### src/rtl/sse_pkg.sv
// Shared types, constants and rounding helper for the spectral efficiency estimator.
package sse_pkg;

	localparam int MID_DEPTH = 4;
	localparam int OUT_DEPTH = 4;

	localparam logic [18:0] K_Q20   = 19'd348330;
	localparam logic [29:0] LN2_Q30 = 30'd744260924;

	localparam logic signed [33:0] Q30_ONE = 34'sd1073741824;
	localparam logic signed [33:0] T_HALF  = 34'sd536870912;
	localparam logic signed [33:0] T_SIXTH = 34'sd178957329;
	localparam logic [31:0]        T_24TH  = 32'd44739601;

	localparam logic signed [33:0] L_C0 = -34'sd1870236959;
	localparam logic signed [33:0] L_C1 = 34'sd3029243226;
	localparam logic signed [33:0] L_C2 = -34'sd1578354096;
	localparam logic signed [33:0] L_C3 = 34'sd480155386;
	localparam logic [31:0]        L_C4_MAG = 32'd60742489;

	localparam logic [25:0] OUT_MAX = 26'h3FFFFFF;

	typedef struct packed {
		logic        neg;
		logic [5:0]  xi;
		logic [29:0] fr;
		logic [15:0] bw;
	} work_t;

	function automatic logic [33:0] rnd_q30(input logic [63:0] prod);
		logic [64:0] sum;
		sum = {1'b0, prod} + 65'd536870912;
		return sum[63:30];
	endfunction

endpackage

### src/rtl/sse_front.sv
// Front stage: takes a transaction and splits the scaled SNR into exponent parts.
module sse_front (
	input  logic          clk,
	input  logic          arst_n,
	input  logic          push,
	output logic          full,
	input  logic [15:0]   snr_db,
	input  logic [15:0]   bandwidth,
	output logic          q_wr,
	input  logic          q_full,
	output sse_pkg::work_t q_data
);
	logic           vld_s1;
	sse_pkg::work_t work_s1;
	logic           neg_c;
	logic [15:0]    abs_c;
	logic [34:0]    mag_c;

	assign full   = vld_s1 && q_full;
	assign q_wr   = vld_s1 && !q_full;
	assign q_data = work_s1;

	always_comb begin
		neg_c = snr_db[15];
		abs_c = neg_c ? (~snr_db + 16'd1) : snr_db;
		mag_c = {19'd0, abs_c} * {16'd0, sse_pkg::K_Q20};
	end

	always_ff @(posedge clk or negedge arst_n) begin
		if (!arst_n) begin
			vld_s1 <= 1'b0;
		end else if (!full) begin
			vld_s1 <= push;
		end
	end

	always_ff @(posedge clk) begin
		if (push && !full) begin
			work_s1.neg <= neg_c;
			work_s1.xi  <= mag_c[33:28];
			work_s1.fr  <= {mag_c[27:0], 2'b00};
			work_s1.bw  <= bandwidth;
		end
	end

endmodule

### config.mk
export PLATFORM = sky130hd
export DESIGN_NAME = sse_front
export DESIGN_NICKNAME = d
export VERILOG_FILES = /design/src/rtl/sse_pkg.sv /design/src/rtl/sse_front.sv
export SDC_FILE = /design/constraint.sdc
export NUM_CORES = 1
export LEC_CHECK = 0
export ABC_AREA = 1
export ABC_CLOCK_PERIOD_IN_PS = 3900
export BUFFER_PORTS_ARGS = -buffer_cell sky130_fd_sc_hd__buf_4
export CAP_MARGIN = 25
export CORE_AREA = 10 10 142 144
export CTS_BUF_LIST = sky130_fd_sc_hd__clkbuf_16
export CTS_CLUSTER_SIZE = 30
export DETAILED_ROUTE_END_ITERATION = 8
export DIE_AREA = 0 0 152 154
export HOLD_SLACK_MARGIN = 0.15
export PLACE_DENSITY = 0.55
export RECOVER_POWER = 100
export SETUP_SLACK_MARGIN = 0.05
export SLEW_MARGIN = 0
export SYNTH_ARGS = -nofsm -noshare
export SYNTH_HDL_FRONTEND = slang
export SYNTH_SLANG_ARGS = --single-unit
### constraint.sdc
create_clock -name clk -period 3.9 [get_ports clk]
set_input_delay 1.17 -clock clk [delete_from_list [all_inputs] [get_ports clk]]
set_output_delay 1.17 -clock clk [all_outputs]
set_load 0.02 [all_outputs]
==> Implementation_results.wiki <==
{| class="wikitable"
! Metric !! Value
|-
| Run status || complete, but fails checks
|-
| Number of buffers inserted by port buffering || 87
|-
| Routed WL per cell || 14.4 µm
|-
| Achievable clock frequency || 171 MHz
|-
| Largest net degree at the start of global routing || 42
|-
| Grt total ovfl || 0
|-
| Crit share post-route || 150%
|-
| Via count of the routed design || 5996
|-
| Setup Skew || 0.00768 ns
|-
| Number of antenna violations at the first check in global routing || 0
|-
| Clock latency at the later pin of the worst-skew pair || 0.30 ns
|-
| Gp weighted congestion || 0.912
|-
| Crit path setup slack, layout || -1.94 ns
|-
| Mean instance size in the synthesized netlist || 8.15 µm²
|-
| Final Slew Violations || 0
|-
| Endpoint required time on the critical path || 3.96 ns
|-
| Slew at the pin with the worst max-slew slack || 0.576 ns
|-
| Cells along the critical path || buf_4 > nor2_2 > nand3_1 > nor2_2 > a21oi_2 > xor2_1 > ha_1 > fa_1 > inv_1 > fa_1 > inv_2 > fa_1 > fa_1 > inv_1 > fa_1 > inv_2 > ha_4 > nand2_4 > nor2_4 > inv_4 > nor3_4 > nand2_1 > nand4_1 > nand2_1
|-
| Relative max-transition margin || 61.2%
|-
| Die Wd || 152 µm
|-
| Failing checks || setup timing
|-
| Maximum cell stage delay along the critical path || 0.53 ns
|-
| Count of standard-cell rows || 48
|-
| Kind of end point of the critical path || register
|-
| Vias in the first global route || 6109
|-
| Clock tree sinks || 51
|-
| Maximum clock insertion buffer count || 2
|-
| Clock input transition at the sequential cells of the worst setup and hold paths || 0.07 ns
|-
| Number of distinct library cells after synthesis || 30
|-
| Post-layout net count || 1305
|-
| Sequential fraction of the synthesis area || 22.5%
|-
| Number of nets still failing antenna checks after routing || 0
|-
| Post-route core utilization || 61.7%
|-
| Cell area after layout || 10600 µm²
|-
| Type of the worst min-delay path || register to register
|-
| Slowest stage cell on the critical path || sky130_fd_sc_hd__fa_1
|-
| H-tree depth reported by CTS || 2
|-
| Layout Area Growth over Synthesis || 56.3%
|-
| Number of register bits inferred by synthesis || 51
|-
| Clock root buffer || sky130_fd_sc_hd__clkbuf_16
|-
| Number of iterations in the first detailed-routing pass || 4
|-
| Fraction of final layout cells sized beyond drive strength 1 || 47.1%
|-
| Cells after synthesis || 832
|-
| TritonCTS Buffers || 5
|-
| Asr flop ratio synth || 1.96%
|-
| Overall die area || 23400 µm²
|-
| Most used cell along the critical path || sky130_fd_sc_hd__fa_1
|-
| Final setup violating endpoints || 27
|-
| Fill cell total of the finished layout || 1523
|-
| Height of the die || 154 µm
|-
| Average via count per standard cell || 4.51
|-
| Maximum fanout along the worst path || 4
|-
| Number of DRC markers in iteration 0 || 235
|-
| Post-place instance area || 9320 µm²
|-
| Number of enable-type register cells in the synthesized netlist || 50
|-
| Total routed wirelength || 19100 µm
|-
| Maximum Capacitance Violations || 0
|-
| Post-synth design cell area || 6780 µm²
|-
| Number of warnings reported in the yosys synthesis log || 0
|-
| Starting Density || 39.5%
|-
| Critical Path Source Type || input pin
|-
| Final Hold Slack || 0.496 ns
|-
| Endpoints failing hold || 0
|-
| Antenna Diode Count || 0
|-
| Primary flip-flop cell chosen by synthesis mapping || sky130_fd_sc_hd__edfxtp_1
|-
| First-pass GRT wire length || 30700 µm
|-
| RSZ-0062 raised after global routing || yes
|-
| Crit path DAT || 5.90 ns
|-
| Critical path start-end classification || input pin to register
|-
| Clock period minus final worst setup slack || 5.84 ns
|-
| Top-level port count || 91
|-
| Clock tree from TritonCTS || done
|-
| HPWL after detailed placement || 16200 µm
|-
| Area of the core region || 17200 µm²
|-
| Total routing resource utilization after global routing || 15.9%
|-
| Remaining design rule violation count || 0
|}
-- cells by family (layout without fill, tap and decap cells) --
kind of cell	count (synthesis)	count (layout)	synth area share, %
other cells	1	3	0.0553
flops	51	51	22.5
buf+inv	234	504	13.1
simple gates	324	324	21.2
xor+xnor	29	29	3.75
compound gates	27	27	2.21
fa+ha+maj	166	166	37.2
-- sequential cells by signal, summed over array words and instances (netlist names) --
name and cells:
q_data 50, vld_s1 1
-- stage by stage --
stage,instances,setup TNS (ns),setup WS (ns)
after detailed placement,1293,-56.09,-2.40
after global placement,1293,-55.29,-2.35
after global routing,1329,-49.01,-2.22
after floorplan,834,-41.86,-1.98
after CTS,1316,-43.31,-1.96
final,1329,-43.60,-1.94
-- area by class of cell --
type / count / area, µm² / share of cell area (%)
multi-input cells: 549 / 5600 / 52.8
repair buffers: 266 / 2120 / 20.0
flip-flops and latches: 51 / 1530 / 14.4
inverters: 230 / 901 / 8.50
well taps: 225 / 282 / 2.66
clock buffers: 5 / 125 / 1.18
clock inverters: 3 / 43.8 / 0.413
-- cell usage after synthesis (2+ instances only) --
| cell type | number | share of area [%] |
|---|---|---|
| sky130_fd_sc_hd__nand4_1 | 17 | 1.6 |
| sky130_fd_sc_hd__inv_2 | 3 | 0.17 |
| sky130_fd_sc_hd__a21o_1 | 2 | 0.22 |
| sky130_fd_sc_hd__nor2_1 | 39 | 2.2 |
| sky130_fd_sc_hd__a21oi_1 | 16 | 1.2 |
| sky130_fd_sc_hd__buf_4 | 3 | 0.33 |
| sky130_fd_sc_hd__edfxtp_1 | 50 | 22 |
| sky130_fd_sc_hd__o21ai_0 | 5 | 0.37 |
| sky130_fd_sc_hd__nand3_1 | 36 | 2.7 |
| sky130_fd_sc_hd__nor2_2 | 9 | 0.83 |
| sky130_fd_sc_hd__nor3_2 | 5 | 0.74 |
| sky130_fd_sc_hd__xnor2_1 | 7 | 0.90 |
| sky130_fd_sc_hd__nor3_1 | 3 | 0.22 |
| sky130_fd_sc_hd__xor2_1 | 22 | 2.8 |
| sky130_fd_sc_hd__o21ai_2 | 2 | 0.26 |
| sky130_fd_sc_hd__fa_1 | 59 | 17 |
| sky130_fd_sc_hd__ha_1 | 107 | 20 |
| sky130_fd_sc_hd__inv_1 | 227 | 13 |
| sky130_fd_sc_hd__nor2_4 | 2 | 0.33 |
| sky130_fd_sc_hd__nand2_2 | 12 | 1.1 |
| sky130_fd_sc_hd__nand3_2 | 3 | 0.44 |
| sky130_fd_sc_hd__nand2_1 | 195 | 11 |
-- placed cells by master, fill, tap and decap left out, types with 15 or more instances in the layout --
cell type / count
sky130_fd_sc_hd__buf_4: 225
sky130_fd_sc_hd__inv_1: 190
sky130_fd_sc_hd__nand2_1: 131
sky130_fd_sc_hd__ha_1: 66
sky130_fd_sc_hd__fa_1: 53
sky130_fd_sc_hd__nand2_2: 52
sky130_fd_sc_hd__edfxtp_1: 50
sky130_fd_sc_hd__ha_4: 36
sky130_fd_sc_hd__inv_2: 33
sky130_fd_sc_hd__nor2_4: 21
sky130_fd_sc_hd__nand3_1: 21
sky130_fd_sc_hd__nand2_4: 20
sky130_fd_sc_hd__buf_6: 19
sky130_fd_sc_hd__clkbuf_4: 18
sky130_fd_sc_hd__xor2_1: 17
sky130_fd_sc_hd__nand4_1: 17
sky130_fd_sc_hd__nor2_2: 15
-- repair_timing --
| action | 4_1_cts | 5_1_grt |
|---|---|---|
| pin swaps | 75 | 73 |
| gates cloned | 0 | 0 |
| hold buffers | 0 | 0 |
| endpoints found under the setup margin | 28 | 27 |
| hold endpoints to repair | 0 | 0 |
| buffers inserted | 17 | 14 |
| gates resized for setup | 122 | 87 |
-- final timing paths --
path | startpoint | end | slack [ns] | cells after the start
max in group asynchronous | arst_n | vld_s1 | 3.17 | 1
min in group asynchronous | arst_n | vld_s1 | 0.65 | 1
setup reg to reg | vld_s1 | q_data[0] | 2.21 | 4
hold / removal | vld_s1 | vld_s1 | 0.50 | 2
hold reg to reg | vld_s1 | vld_s1 | 0.50 | 2
setup / recovery | snr_db[6] | q_data[44] | -1.94 | 24
-- worst max-delay path: cells and delay by family --
family | cells | cell delay [ns]
xor+xnor | 1 | 0.15
buf+inv | 6 | 0.38
simple gates | 9 | 1.01
compound gates | 1 | 0.09
fa+ha+maj | 7 | 3.09
-- per-layer routing --
metal | up-vias | part of all wire [%] | GRT usage [%]
met5 | - | 0 | 0
met4 | 0 | 1.5 | 4.36
met3 | 18 | 4.2 | 1.81
met2 | 115 | 51 | 28.7
met1 | 2777 | 43 | 19.5
li1 | 3086 | - | -
Power is not shown: default switching activity piles up to over one toggle a cycle in this logic, so the estimate is an artifact.
