## config.mk

```make
export PLATFORM = sky130hd
export DESIGN_NAME = sse_fifo
export DESIGN_NICKNAME = d
export VERILOG_FILES = /design/src/rtl/sse_fifo.sv
export SDC_FILE = /design/constraint.sdc
export NUM_CORES = 1
export LEC_CHECK = 0
export ABC_AREA = 1
export BUFFER_PORTS_ARGS = -buffer_cell sky130_fd_sc_hd__buf_4
export CELL_PAD_IN_SITES_DETAIL_PLACEMENT = 0
export CELL_PAD_IN_SITES_GLOBAL_PLACEMENT = 1
export CORE_MARGIN = 5
export CORE_UTILIZATION = 40
export DETAILED_ROUTE_END_ITERATION = 10
export HOLD_SLACK_MARGIN = 0.06
export PLACE_DENSITY = 0.75
export SLEW_MARGIN = 30
export SYNTH_ARGS = -nofsm -noshare
export SYNTH_HDL_FRONTEND = slang
export SYNTH_SLANG_ARGS = --single-unit
```

## constraint.sdc

```tcl
create_clock -name clk -period 1.61 [get_ports clk]
set_input_delay 0.161 -clock clk [delete_from_list [all_inputs] [get_ports clk]]
set_output_delay 0.161 -clock clk [all_outputs]
set_load 0.005 [all_outputs]
```

## src/rtl/sse_fifo.sv

```systemverilog
// Small register queue with combinational head read.
module sse_fifo #(
	parameter int WIDTH = 8,
	parameter int DEPTH = 4
) (
	input  logic             clk,
	input  logic             arst_n,
	input  logic             wr_en,
	input  logic [WIDTH-1:0] wr_data,
	output logic             full,
	input  logic             rd_en,
	output logic [WIDTH-1:0] rd_data,
	output logic             empty
);
	localparam int AW = (DEPTH > 1) ? $clog2(DEPTH) : 1;
	localparam int CW = $clog2(DEPTH + 1);

	logic [WIDTH-1:0] mem_q [DEPTH];
	logic [AW-1:0]    wptr_q;
	logic [AW-1:0]    rptr_q;
	logic [CW-1:0]    cnt_q;
	logic             do_wr;
	logic             do_rd;

	assign full    = (cnt_q == CW'(DEPTH));
	assign empty   = (cnt_q == '0);
	assign do_wr   = wr_en && !full;
	assign do_rd   = rd_en && !empty;
	assign rd_data = mem_q[rptr_q];

	always_ff @(posedge clk or negedge arst_n) begin
		if (!arst_n) begin
			wptr_q <= '0;
			rptr_q <= '0;
			cnt_q  <= '0;
		end else begin
			if (do_wr) begin
				wptr_q <= (wptr_q == AW'(DEPTH - 1)) ? '0 : wptr_q + 1'b1;
			end
			if (do_rd) begin
				rptr_q <= (rptr_q == AW'(DEPTH - 1)) ? '0 : rptr_q + 1'b1;
			end
			if (do_wr && !do_rd) begin
				cnt_q <= cnt_q + 1'b1;
			end else if (do_rd && !do_wr) begin
				cnt_q <= cnt_q - 1'b1;
			end
		end
	end

	always_ff @(posedge clk) begin
		if (do_wr) begin
			mem_q[wptr_q] <= wr_data;
		end
	end

	a_no_overflow: assert property (@(posedge clk) disable iff (!arst_n)
		wr_en |-> !full) else $error("write into full queue");
	a_cnt_bound: assert property (@(posedge clk) disable iff (!arst_n)
		cnt_q <= CW'(DEPTH)) else $error("queue count out of range");
	a_cnt_up: assert property (@(posedge clk) disable iff (!arst_n)
		(do_wr && !do_rd) |=> cnt_q == CW'($past(cnt_q) + 1'b1))
		else $error("queue count did not advance");
	a_cnt_down: assert property (@(posedge clk) disable iff (!arst_n)
		(do_rd && !do_wr) |=> cnt_q == CW'($past(cnt_q) - 1'b1))
		else $error("queue count did not retire");

endmodule

```

==> results of run 1 <==
[what timing repair did]
action                                  CTS  global route
hold endpoints to repair                 19             4
setup buffers                             2             6
endpoints found under the setup margin    2             2
gates cloned                              0             0
pin swaps                                 2             8
resized for setup                         5             7
hold buffers                              4             1
[critical path, delay by kind of cell, from the launching register on]
family	cells	cell delay (ns)
fa+ha+maj	2	0.52
buf+inv	2	0.14
flops	1	0.42
simple gates	6	0.41
[cells in the mapped netlist]
cell | number | area [um2]
nand2_1 | 38 | 143
fa_1 | 1 | 20.0
edfxtp_1 | 32 | 961
o21ai_0 | 1 | 5.00
inv_1 | 31 | 116
dfrtp_1 | 7 | 175
inv_2 | 1 | 3.75
o211ai_2 | 1 | 12.5
nand3_1 | 7 | 35.0
buf_6 | 5 | 56.3
xnor2_1 | 1 | 8.76
ha_1 | 6 | 75.1
o211ai_1 | 15 | 113
nand4_1 | 1 | 6.26
nor2_1 | 6 | 22.5
nand2_2 | 1 | 6.26
[layer usage]
metal,up-vias,share of wire (%),global-route usage [%]
met5,-,0,0
met4,0,1.8,5.59
met3,5,4.9,4.37
met2,20,55,22.1
met1,548,39,12.5
li1,605,-,-
[cell usage in the layout (no fill, tap or decap)]
master | netlist | routed
fa_2 | 0 | 1
ha_4 | 0 | 1
clkbuf_8 | 0 | 5
nand4_1 | 1 | 1
o211ai_1 | 15 | 15
ha_1 | 6 | 5
nand2_1 | 38 | 35
nand3_2 | 0 | 2
bufinv_16 | 0 | 1
nand3_4 | 0 | 1
xnor2_1 | 1 | 1
o211ai_2 | 1 | 1
nand3_1 | 7 | 4
clkinv_2 | 0 | 1
clkinv_4 | 0 | 1
buf_4 | 0 | 43
nand2_2 | 1 | 3
nand2_4 | 0 | 1
dfrtp_1 | 7 | 7
nor2_1 | 6 | 6
edfxtp_1 | 32 | 32
inv_1 | 31 | 26
inv_4 | 0 | 1
o21ai_1 | 0 | 1
inv_2 | 1 | 5
dlygate4sd3_1 | 0 | 5
[power by group]
part,switching [mW],internal [mW],leakage [nW]
registers,0.107,1.36,0.378
logic,0.924,0.861,0.601
clock network,0.330,0.461,0.0581
total,1.36,2.68,1.04
[cell type report]
| type | count | area, um2 | share of cell area, % |
|---|---|---|---|
| Multi-Input combinational cell | 78 | 497 | 21.5 |
| Clock inverter | 3 | 43.8 | 1.90 |
| Tap cell | 52 | 65.1 | 2.82 |
| Clock buffer | 5 | 68.8 | 2.98 |
| Timing Repair Buffer | 48 | 373 | 16.2 |
| Sequential cell | 39 | 1140 | 49.3 |
| Inverter | 32 | 123 | 5.32 |
[sequential cells by signal, summed over array words and instances, names as in the netlist]
name and count:
rptr_q 2, wptr_q 2, cnt_q 3, mem_q 32
[path summary, 6_finish.rpt]
path / start / end / slack, ns / depth (start not counted)
setup / recovery: cnt_q[2] / cnt_q[2] / 0.01 / 10
hold / removal: wr_data[1] / mem_q[1][1] / 0.07 / 1
setup reg to reg: cnt_q[2] / cnt_q[2] / 0.01 / 10
hold reg to reg: wptr_q[1] / wptr_q[1] / 0.54 / 2
max in group asynchronous: arst_n / rptr_q[1] / 1.26 / 2
min in group asynchronous: arst_n / cnt_q[0] / 0.22 / 2
[cells by family after synthesis]
kind of cell | after synthesis
buffers and inverters | 37
AND/OR/NAND/NOR | 53
flip-flops | 39
AO/OA/AOI/OAI | 17
adder cells (fa/ha/maj) | 7
XOR/XNOR | 1
[metrics by stage]
stage / power, mW / setup slack, ns / hold WS, ns / std cells
final: 4.04 / 0.0129 / 0.0687 / 257
after detailed placement: 3.08 / -0.110 / -0.0167 / 236
after global placement: 3.01 / 0.0231 / -0.0196 / 236
after global routing: 4.38 / -0.0885 / 0.0614 / 257
after CTS: 3.96 / -0.00472 / 0.0601 / 250
after floorplan: 2.47 / 0.00132 / -0.135 / 154
==> summary.txt, run 1 <==
Route
  • DR vias: 1,178
  • Total wire length: 3250 um
  • Vias per cell: 4.58
  • DRC errors left: 0
  • Routed length per instance: 12.6 um
  • Routed Antenna Nets: 0
  • DRT Pass-1 Iters: 4
  • Iter 0 DRT Violations: 43

Layout
  • Fillers: 381
  • Fraction of layout cells with a size suffix above 1: 32.7%
  • Final instance area: 2310 um2
  • N_diodes: 0
  • P&R area growth vs syn: 31.1%
  • Layout Utilization: 53.3%
  • Final nets: 223

Min path
  • Min-delay worst type: input pin to flip-flop

Yosys
  • Sequential fraction of the synthesis area: 64.6%
  • Synthesized area per cell: 11.4 um2
  • Post-synthesis xor/xnor area fraction: 0.498%
  • Post-Syn Instances: 154
  • Syn. warnings: 0
  • Post-Synth Adder-Cell Area: 5.41%
  • Netlist cell types: 16
  • Synth Register Bits: 39
  • Synth Area in Compound Gates: 7.40%
  • Main combinational cell family by area after synthesis: simple AND/OR/NAND/NOR gates
  • Synth Net Count: 173
  • Cell Area, Synth: 1760 um2
  • Synth Area in Simple Gates: 12.1%
  • Mux contribution to synthesized area: 0%

Outcome
  • Status: finished, final reports clean

Worst setup path
  • Crit path top cell by count: nand2_1
  • Crit Path Category: flip-flop to flip-flop
  • Worst-path cell chain: inv_2, nand3_4, nand2_4, ha_4, inv_4, fa_2, nand2_2, nand3_2, nand2_1, nand2_1
  • CP max stage cell: dfrtp_1
  • Critical Path RT: 1.80 ns
  • Crit Path Max Fanout: 3
  • Worst Setup Start Kind: flip-flop
  • Crit path DAT: 1.78 ns
  • Worst setup EP type: flip-flop
  • CP peak stage delay: 0.42 ns

Die
  • Die Width: 76.3 um
  • Initial Util: 40.7%
  • Core area: 4320 um2
  • Top-Level Pins: 22
  • Die ar.: 5820 um2
  • Die height: 76.3 um
  • Std-Cell Rows: 24

Placed design
  • Placed Area: 2050 um2
  • RePlAce Congestion: 0.810
  • Port Buf Inserts: 21
  • Post-DP HPWL: 2370 um

Global routing
  • Global-route wire length before repair: 5570 um
  • Antenna violations before repair: 0
  • Largest net degree at the start of global routing: 21
  • All-Layer GR Usage: 12.3%
  • Vias in the first global route: 1,279
  • Grt total ovfl: 0

Timing
  • Final setup fails: 0
  • Period utilization: 99.2%
  • Max Transition Viols Final: 0
  • Unrepaired setup endpoints after global routing: yes
  • Max-slew headroom: 79.5%
  • Final min period: 1.60 ns
  • FMAX: 626 MHz
  • Fin. Hold Viols: 0
  • Final setup TNS: 0 ns
  • Clock skew after layout: 0.00520 ns
  • Worst slew pin tran: 0.307 ns

CTS
  • CTS Root Buffer Type: clkbuf_8
  • CTS max path bufs: 2
  • Clock Sinks: 39
  • Clock insertion delay at the later pin of the skew report: 0.29 ns
  • CTS tree: yes
  • H-tree depth: 2
  • Clock transition at path regs: 0.08 ns
  • CTS Buf Count: 5

Run
  • Max Cap Viol: 0

Pwr
  • Lkg Pwr: 1.04 nW
  • Worst vdd ir: 0.664 mV
  • Pwr dens: 1750 nW/um2
Power figures use the tool's default switching activity.
==> run 2: changes to the inputs <==
--- a/config.mk
+++ b/config.mk
@@ -14,6 +14,7 @@
 export DETAILED_ROUTE_END_ITERATION = 10
 export HOLD_SLACK_MARGIN = 0.06
 export PLACE_DENSITY = 0.75
+export RECOVER_POWER = 100
 export SLEW_MARGIN = 30
 export SYNTH_ARGS = -nofsm -noshare
 export SYNTH_HDL_FRONTEND = slang
==> summary.txt, run 2 (same netlist as run 1, synthesis figures left out) <==
Timing
  • Final setup fails: 0
  • Worst slew pin tran: 0.438 ns
  • Max-slew headroom: 70.8%
  • FMAX: 626 MHz
  • Fin. Hold Viols: 0
  • Unrepaired setup endpoints after global routing: yes
  • Max Transition Viols Final: 0
  • Hold slack: 0.127 ns
  • Final setup TNS: 0 ns
  • Final min period: 1.60 ns
  • Clock skew after layout: 0.00536 ns
  • Setup WS post-layout: 0.0134 ns
  • Period utilization: 99.2%

Global routing
  • Global-route wire length before repair: 5570 um
  • Grt total ovfl: 0
  • Vias in the first global route: 1,279
  • Antenna violations before repair: 0
  • All-Layer GR Usage: 12.3%
  • Largest net degree at the start of global routing: 21

Layout
  • Reg with most FFs: mem_q
  • P&R area growth vs syn: 29.0%
  • N_diodes: 0
  • Layout Utilization: 52.5%
  • Register area: 1140 um2
  • Non-Filler Instances: 257
  • Regs by FF count: mem_q (32), cnt_q (3)
  • Final nets: 223
  • Fraction of layout cells with a size suffix above 1: 28.3%
  • Fillers: 396
  • Area of the multi-input gates: 497 um2
  • Most common cell after layout, fill and taps aside: nand2_1
  • Final instance area: 2270 um2
  • Commonest cells after routing, fill and taps aside: 35 x nand2_1, 33 x buf_4, 32 x edfxtp_1
  • Max reg flops: 32

Outcome
  • Status: finished, final reports clean

Pwr
  • Total power: 4.02 mW
  • Pwr dens: 1770 nW/um2
  • Lkg Pwr: 1.00 nW
  • Worst vdd ir: 0.659 mV

Route
  • Routed length per instance: 12.6 um
  • DRT Pass-1 Iters: 4
  • Routed Antenna Nets: 0
  • Total wire length: 3250 um
  • DRC errors left: 0
  • Iter 0 DRT Violations: 44
  • Vias per cell: 4.62
  • DR vias: 1,188

Placed design
  • RePlAce Congestion: 0.810
  • Post-placement cell count: 236
  • Post-Place Worst Slack: -0.110 ns
  • Placed Area: 2050 um2
  • Post-DP HPWL: 2370 um
  • Port Buf Inserts: 21

CTS
  • H-tree depth: 2
  • CTS max path bufs: 2
  • Clock transition at path regs: 0.07 ns
  • Clock Sinks: 39
  • Clock insertion delay at the later pin of the skew report: 0.29 ns
  • CTS Buf Count: 5
  • CTS tree: yes
  • CTS Root Buffer Type: clkbuf_8

Die
  • Core area: 4320 um2
  • Top-Level Pins: 22
  • Initial Util: 40.7%
  • Die height: 76.3 um
  • Die Width: 76.3 um
  • Die ar.: 5820 um2
  • Std-Cell Rows: 24

Worst setup path
  • Critical Path RT: 1.80 ns
  • Crit Path Max Fanout: 3
  • Worst Setup Start Kind: flip-flop
  • Worst setup EP type: flip-flop
  • Crit Path Category: flip-flop to flip-flop
  • Crit path DAT: 1.78 ns

Run
  • Max Cap Viol: 0

Min path
  • Min-delay worst type: input pin to flip-flop
-- run 2: cell count changes in the layout (fill, tap and decap cells not counted) --
cell      delta
clkbuf_1     +9
clkbuf_2     +1
buf_4       -10
-- run 2: worst max-delay path: stages (launching register included) --
cell and delay [ns]:
dfrtp_1 0.42, inv_2 0.10, nand3_4 0.07, nand2_4 0.09, ha_4 0.15, inv_4 0.04
fa_2 0.37, nand2_2 0.08, nand3_2 0.06, nand2_1 0.06, nand2_1 0.05
-- run 2: report_power, final --
part           leakage (nW)  internal, mW  total, mW  switching, mW
combinational         0.567         0.843       1.77          0.924
clock                0.0581         0.461      0.790          0.330
sequential            0.378          1.36       1.46          0.106
total                  1.00          2.66       4.02           1.36
-- run 2: what timing repair did --
item	CTS	global route
endpoints found under the hold margin	19	4
buffers inserted	2	6
endpoints found under the setup margin	2	2
hold buffers	4	1
gates resized for setup	5	7
cloned	0	0
pin swaps	2	8
-- run 2: final cells by class --
cell class / count / share of cell area, %
clock buffers: 5 / 3.03
clock inverters: 3 / 1.93
inverters: 32 / 5.40
multi-input cells: 78 / 21.9
flip-flops and latches: 39 / 50.1
well taps: 52 / 2.87
repair buffers: 48 / 14.8
-- run 2: final timing paths --
kind / from / endpoint / slack (ns) / depth (start not counted)
setup / recovery: cnt_q[2] / cnt_q[2] / 0.01 / 10
hold / removal: wr_en / wptr_q[1] / 0.13 / 3
setup reg to reg: cnt_q[2] / cnt_q[2] / 0.01 / 10
hold reg to reg: wptr_q[1] / wptr_q[1] / 0.54 / 2
max in group asynchronous: arst_n / rptr_q[1] / 0.99 / 2
min in group asynchronous: arst_n / wptr_q[0] / 0.31 / 2
-- run 2: routing by layer --
layer / share of wire [%] / vias to the layer above / wire length [um] / GRT usage [%]
met5: 0 / - / 0 / 0
met4: 1.8 / 0 / 60 / 5.59
met3: 5.1 / 5 / 166 / 4.37
met2: 55 / 20 / 1780 / 22.1
met1: 38 / 557 / 1240 / 12.5
li1: - / 606 / - / -
==> run 3: changes to the inputs <==
--- a/config.mk
+++ b/config.mk
@@ -6,6 +6,7 @@
 export NUM_CORES = 1
 export LEC_CHECK = 0
 export ABC_AREA = 1
+export ABC_CLOCK_PERIOD_IN_PS = 1400
 export BUFFER_PORTS_ARGS = -buffer_cell sky130_fd_sc_hd__buf_4
 export CELL_PAD_IN_SITES_DETAIL_PLACEMENT = 0
 export CELL_PAD_IN_SITES_GLOBAL_PLACEMENT = 1
@@ -15,7 +16,6 @@
 export HOLD_SLACK_MARGIN = 0.06
 export PLACE_DENSITY = 0.75
 export RECOVER_POWER = 100
-export SLEW_MARGIN = 30
 export SYNTH_ARGS = -nofsm -noshare
 export SYNTH_HDL_FRONTEND = slang
 export SYNTH_SLANG_ARGS = --single-unit
==> constraint.sdc (replaced) <==
create_clock -name clk -period 1.4 [get_ports clk]
set_input_delay 0.14 -clock clk [delete_from_list [all_inputs] [get_ports clk]]
set_output_delay 0.14 -clock clk [all_outputs]
set_load 0.005 [all_outputs]
==> summary.txt, run 3 (same netlist as run 1, synthesis figures left out) <==
Pwr
  • Pwr dens: 2010 nW/um2
  • Total power: 4.76 mW
  • Worst vdd ir: 0.920 mV
  • Lkg Pwr: 1.03 nW

Timing
  • FMAX: 615 MHz
  • Period utilization: 116%
  • Max-slew headroom: 73.2%
  • Final setup fails: 42
  • Worst slew pin tran: 0.403 ns
  • Final setup TNS: -2.74 ns
  • Clock skew after layout: 0.00649 ns
  • Fin. Hold Viols: 0
  • Setup WS post-layout: -0.225 ns
  • Final min period: 1.63 ns
  • Hold slack: 0.116 ns
  • Max Transition Viols Final: 0
  • Unrepaired setup endpoints after global routing: yes

Global routing
  • Largest net degree at the start of global routing: 36
  • Vias in the first global route: 1,211
  • All-Layer GR Usage: 11.8%
  • Global-route wire length before repair: 5360 um
  • Grt total ovfl: 0
  • Antenna violations before repair: 0

Layout
  • Final instance area: 2370 um2
  • Reg with most FFs: mem_q
  • Non-Filler Instances: 259
  • Layout Utilization: 54.7%
  • Final nets: 225
  • Regs by FF count: mem_q (32), cnt_q (3)
  • Most common cell after layout, fill and taps aside: nand2_1
  • N_diodes: 0
  • Max reg flops: 32
  • Fraction of layout cells with a size suffix above 1: 27.5%
  • P&R area growth vs syn: 34.5%
  • Commonest cells after routing, fill and taps aside: 36 x nand2_1, 32 x edfxtp_1, 27 x inv_1

Route
  • DRT Pass-1 Iters: 4
  • Iter 0 DRT Violations: 45
  • Vias per cell: 4.71
  • Routed Antenna Nets: 0
  • Routed length per instance: 12.9 um
  • Total wire length: 3340 um
  • DR vias: 1,221
  • DRC errors left: 0

CTS
  • CTS max path bufs: 2
  • CTS Root Buffer Type: clkbuf_8
  • CTS Buf Count: 5
  • Clock insertion delay at the later pin of the skew report: 0.29 ns
  • CTS tree: yes
  • Clock Sinks: 39
  • Clock transition at path regs: 0.08 ns
  • H-tree depth: 2

Placed design
  • Post-Place Worst Slack: -0.237 ns
  • Post-DP HPWL: 2380 um
  • RePlAce Congestion: 0.777
  • Port Buf Inserts: 21
  • Placed Area: 2110 um2
  • Post-placement cell count: 239

Die
  • Die Width: 76.3 um
  • Std-Cell Rows: 24
  • Core area: 4320 um2
  • Die height: 76.3 um
  • Top-Level Pins: 22
  • Die ar.: 5820 um2
  • Initial Util: 40.7%

Outcome
  • Status: finished, violations left
  • Failing checks: negative setup slack

Min path
  • WHS Path Cells: 3
  • Min-delay worst type: input pin to flip-flop

Worst setup path
  • Worst setup EP type: flip-flop
  • Crit Path Max Fanout: 2
  • Worst Setup Start Kind: flip-flop
  • Reg2reg path depth: 12
  • Crit Path Category: flip-flop to flip-flop
  • Crit path DAT: 1.86 ns
  • Critical Path RT: 1.63 ns

Run
  • Max Cap Viol: 0
[run 3: cell types whose count changed in the layout (fill, tap and decap cells not counted), moves of 2 or more]
cell | before | now
nand2_2 | 3 | 1
buf_6 | 0 | 13
buf_4 | 33 | 16
nor2_1 | 6 | 2
nor2_4 | 0 | 4
dlygate4sd3_1 | 5 | 9
[run 3: cell type report]
| type | instances | area (um2) |
|---|---|---|
| clock inverters | 3 | 43.8 |
| repair buffers | 50 | 408 |
| multi-input cells | 78 | 524 |
| inverters | 32 | 120 |
| well taps | 52 | 65.1 |
| flip-flops and latches | 39 | 1140 |
| clock buffers | 5 | 68.8 |
| fillers | 389 | 1960 |
[run 3: layer usage]
metal  share of wire (%)  vias to the layer above  global-route usage [%]
met1                  40                      585                    12.5
met2                  54                       20                    21.2
met5                   0                        -                       0
met4                 2.5                        0                    5.24
li1                    -                      609                       -
met3                 3.9                        7                    3.90
[run 3: worst max-delay path, cell delays in order, from the launching register on]
cell and delay [ns]:
dfrtp_1 0.40, buf_6 0.13, nand3_4 0.08, nand2_4 0.05, inv_2 0.05, ha_4 0.13, inv_2 0.04, fa_2 0.35
inv_1 0.08, nand2_1 0.07, nand3_1 0.08, nand2_1 0.05, nand2_1 0.05
[run 3: worst paths after layout]
kind,to,startpoint,slack [ns]
setup / recovery,cnt_q[2],cnt_q[2],-0.23
hold / removal,rptr_q[0],rd_en,0.12
setup reg to reg,cnt_q[2],cnt_q[2],-0.23
hold reg to reg,wptr_q[1],wptr_q[1],0.56
max in group asynchronous,rptr_q[1],arst_n,0.84
min in group asynchronous,cnt_q[0],arst_n,0.28
[run 3: what timing repair did]
| item | CTS | global route |
|---|---|---|
| gates resized for setup | 6 | 18 |
| pin swaps | 8 | 2 |
| buffers inserted | 3 | 0 |
| setup endpoints to repair | 10 | 39 |
| hold buffers | 9 | 0 |
| hold endpoints to repair | 39 | 0 |
[run 3: where the power goes]
| part | total (mW) | internal [mW] | switching, mW |
|---|---|---|---|
| combinational | 2.17 | 1.03 | 1.14 |
| sequential | 1.67 | 1.56 | 0.112 |
| clock | 0.923 | 0.530 | 0.393 |
| total | 4.76 | 3.12 | 1.64 |
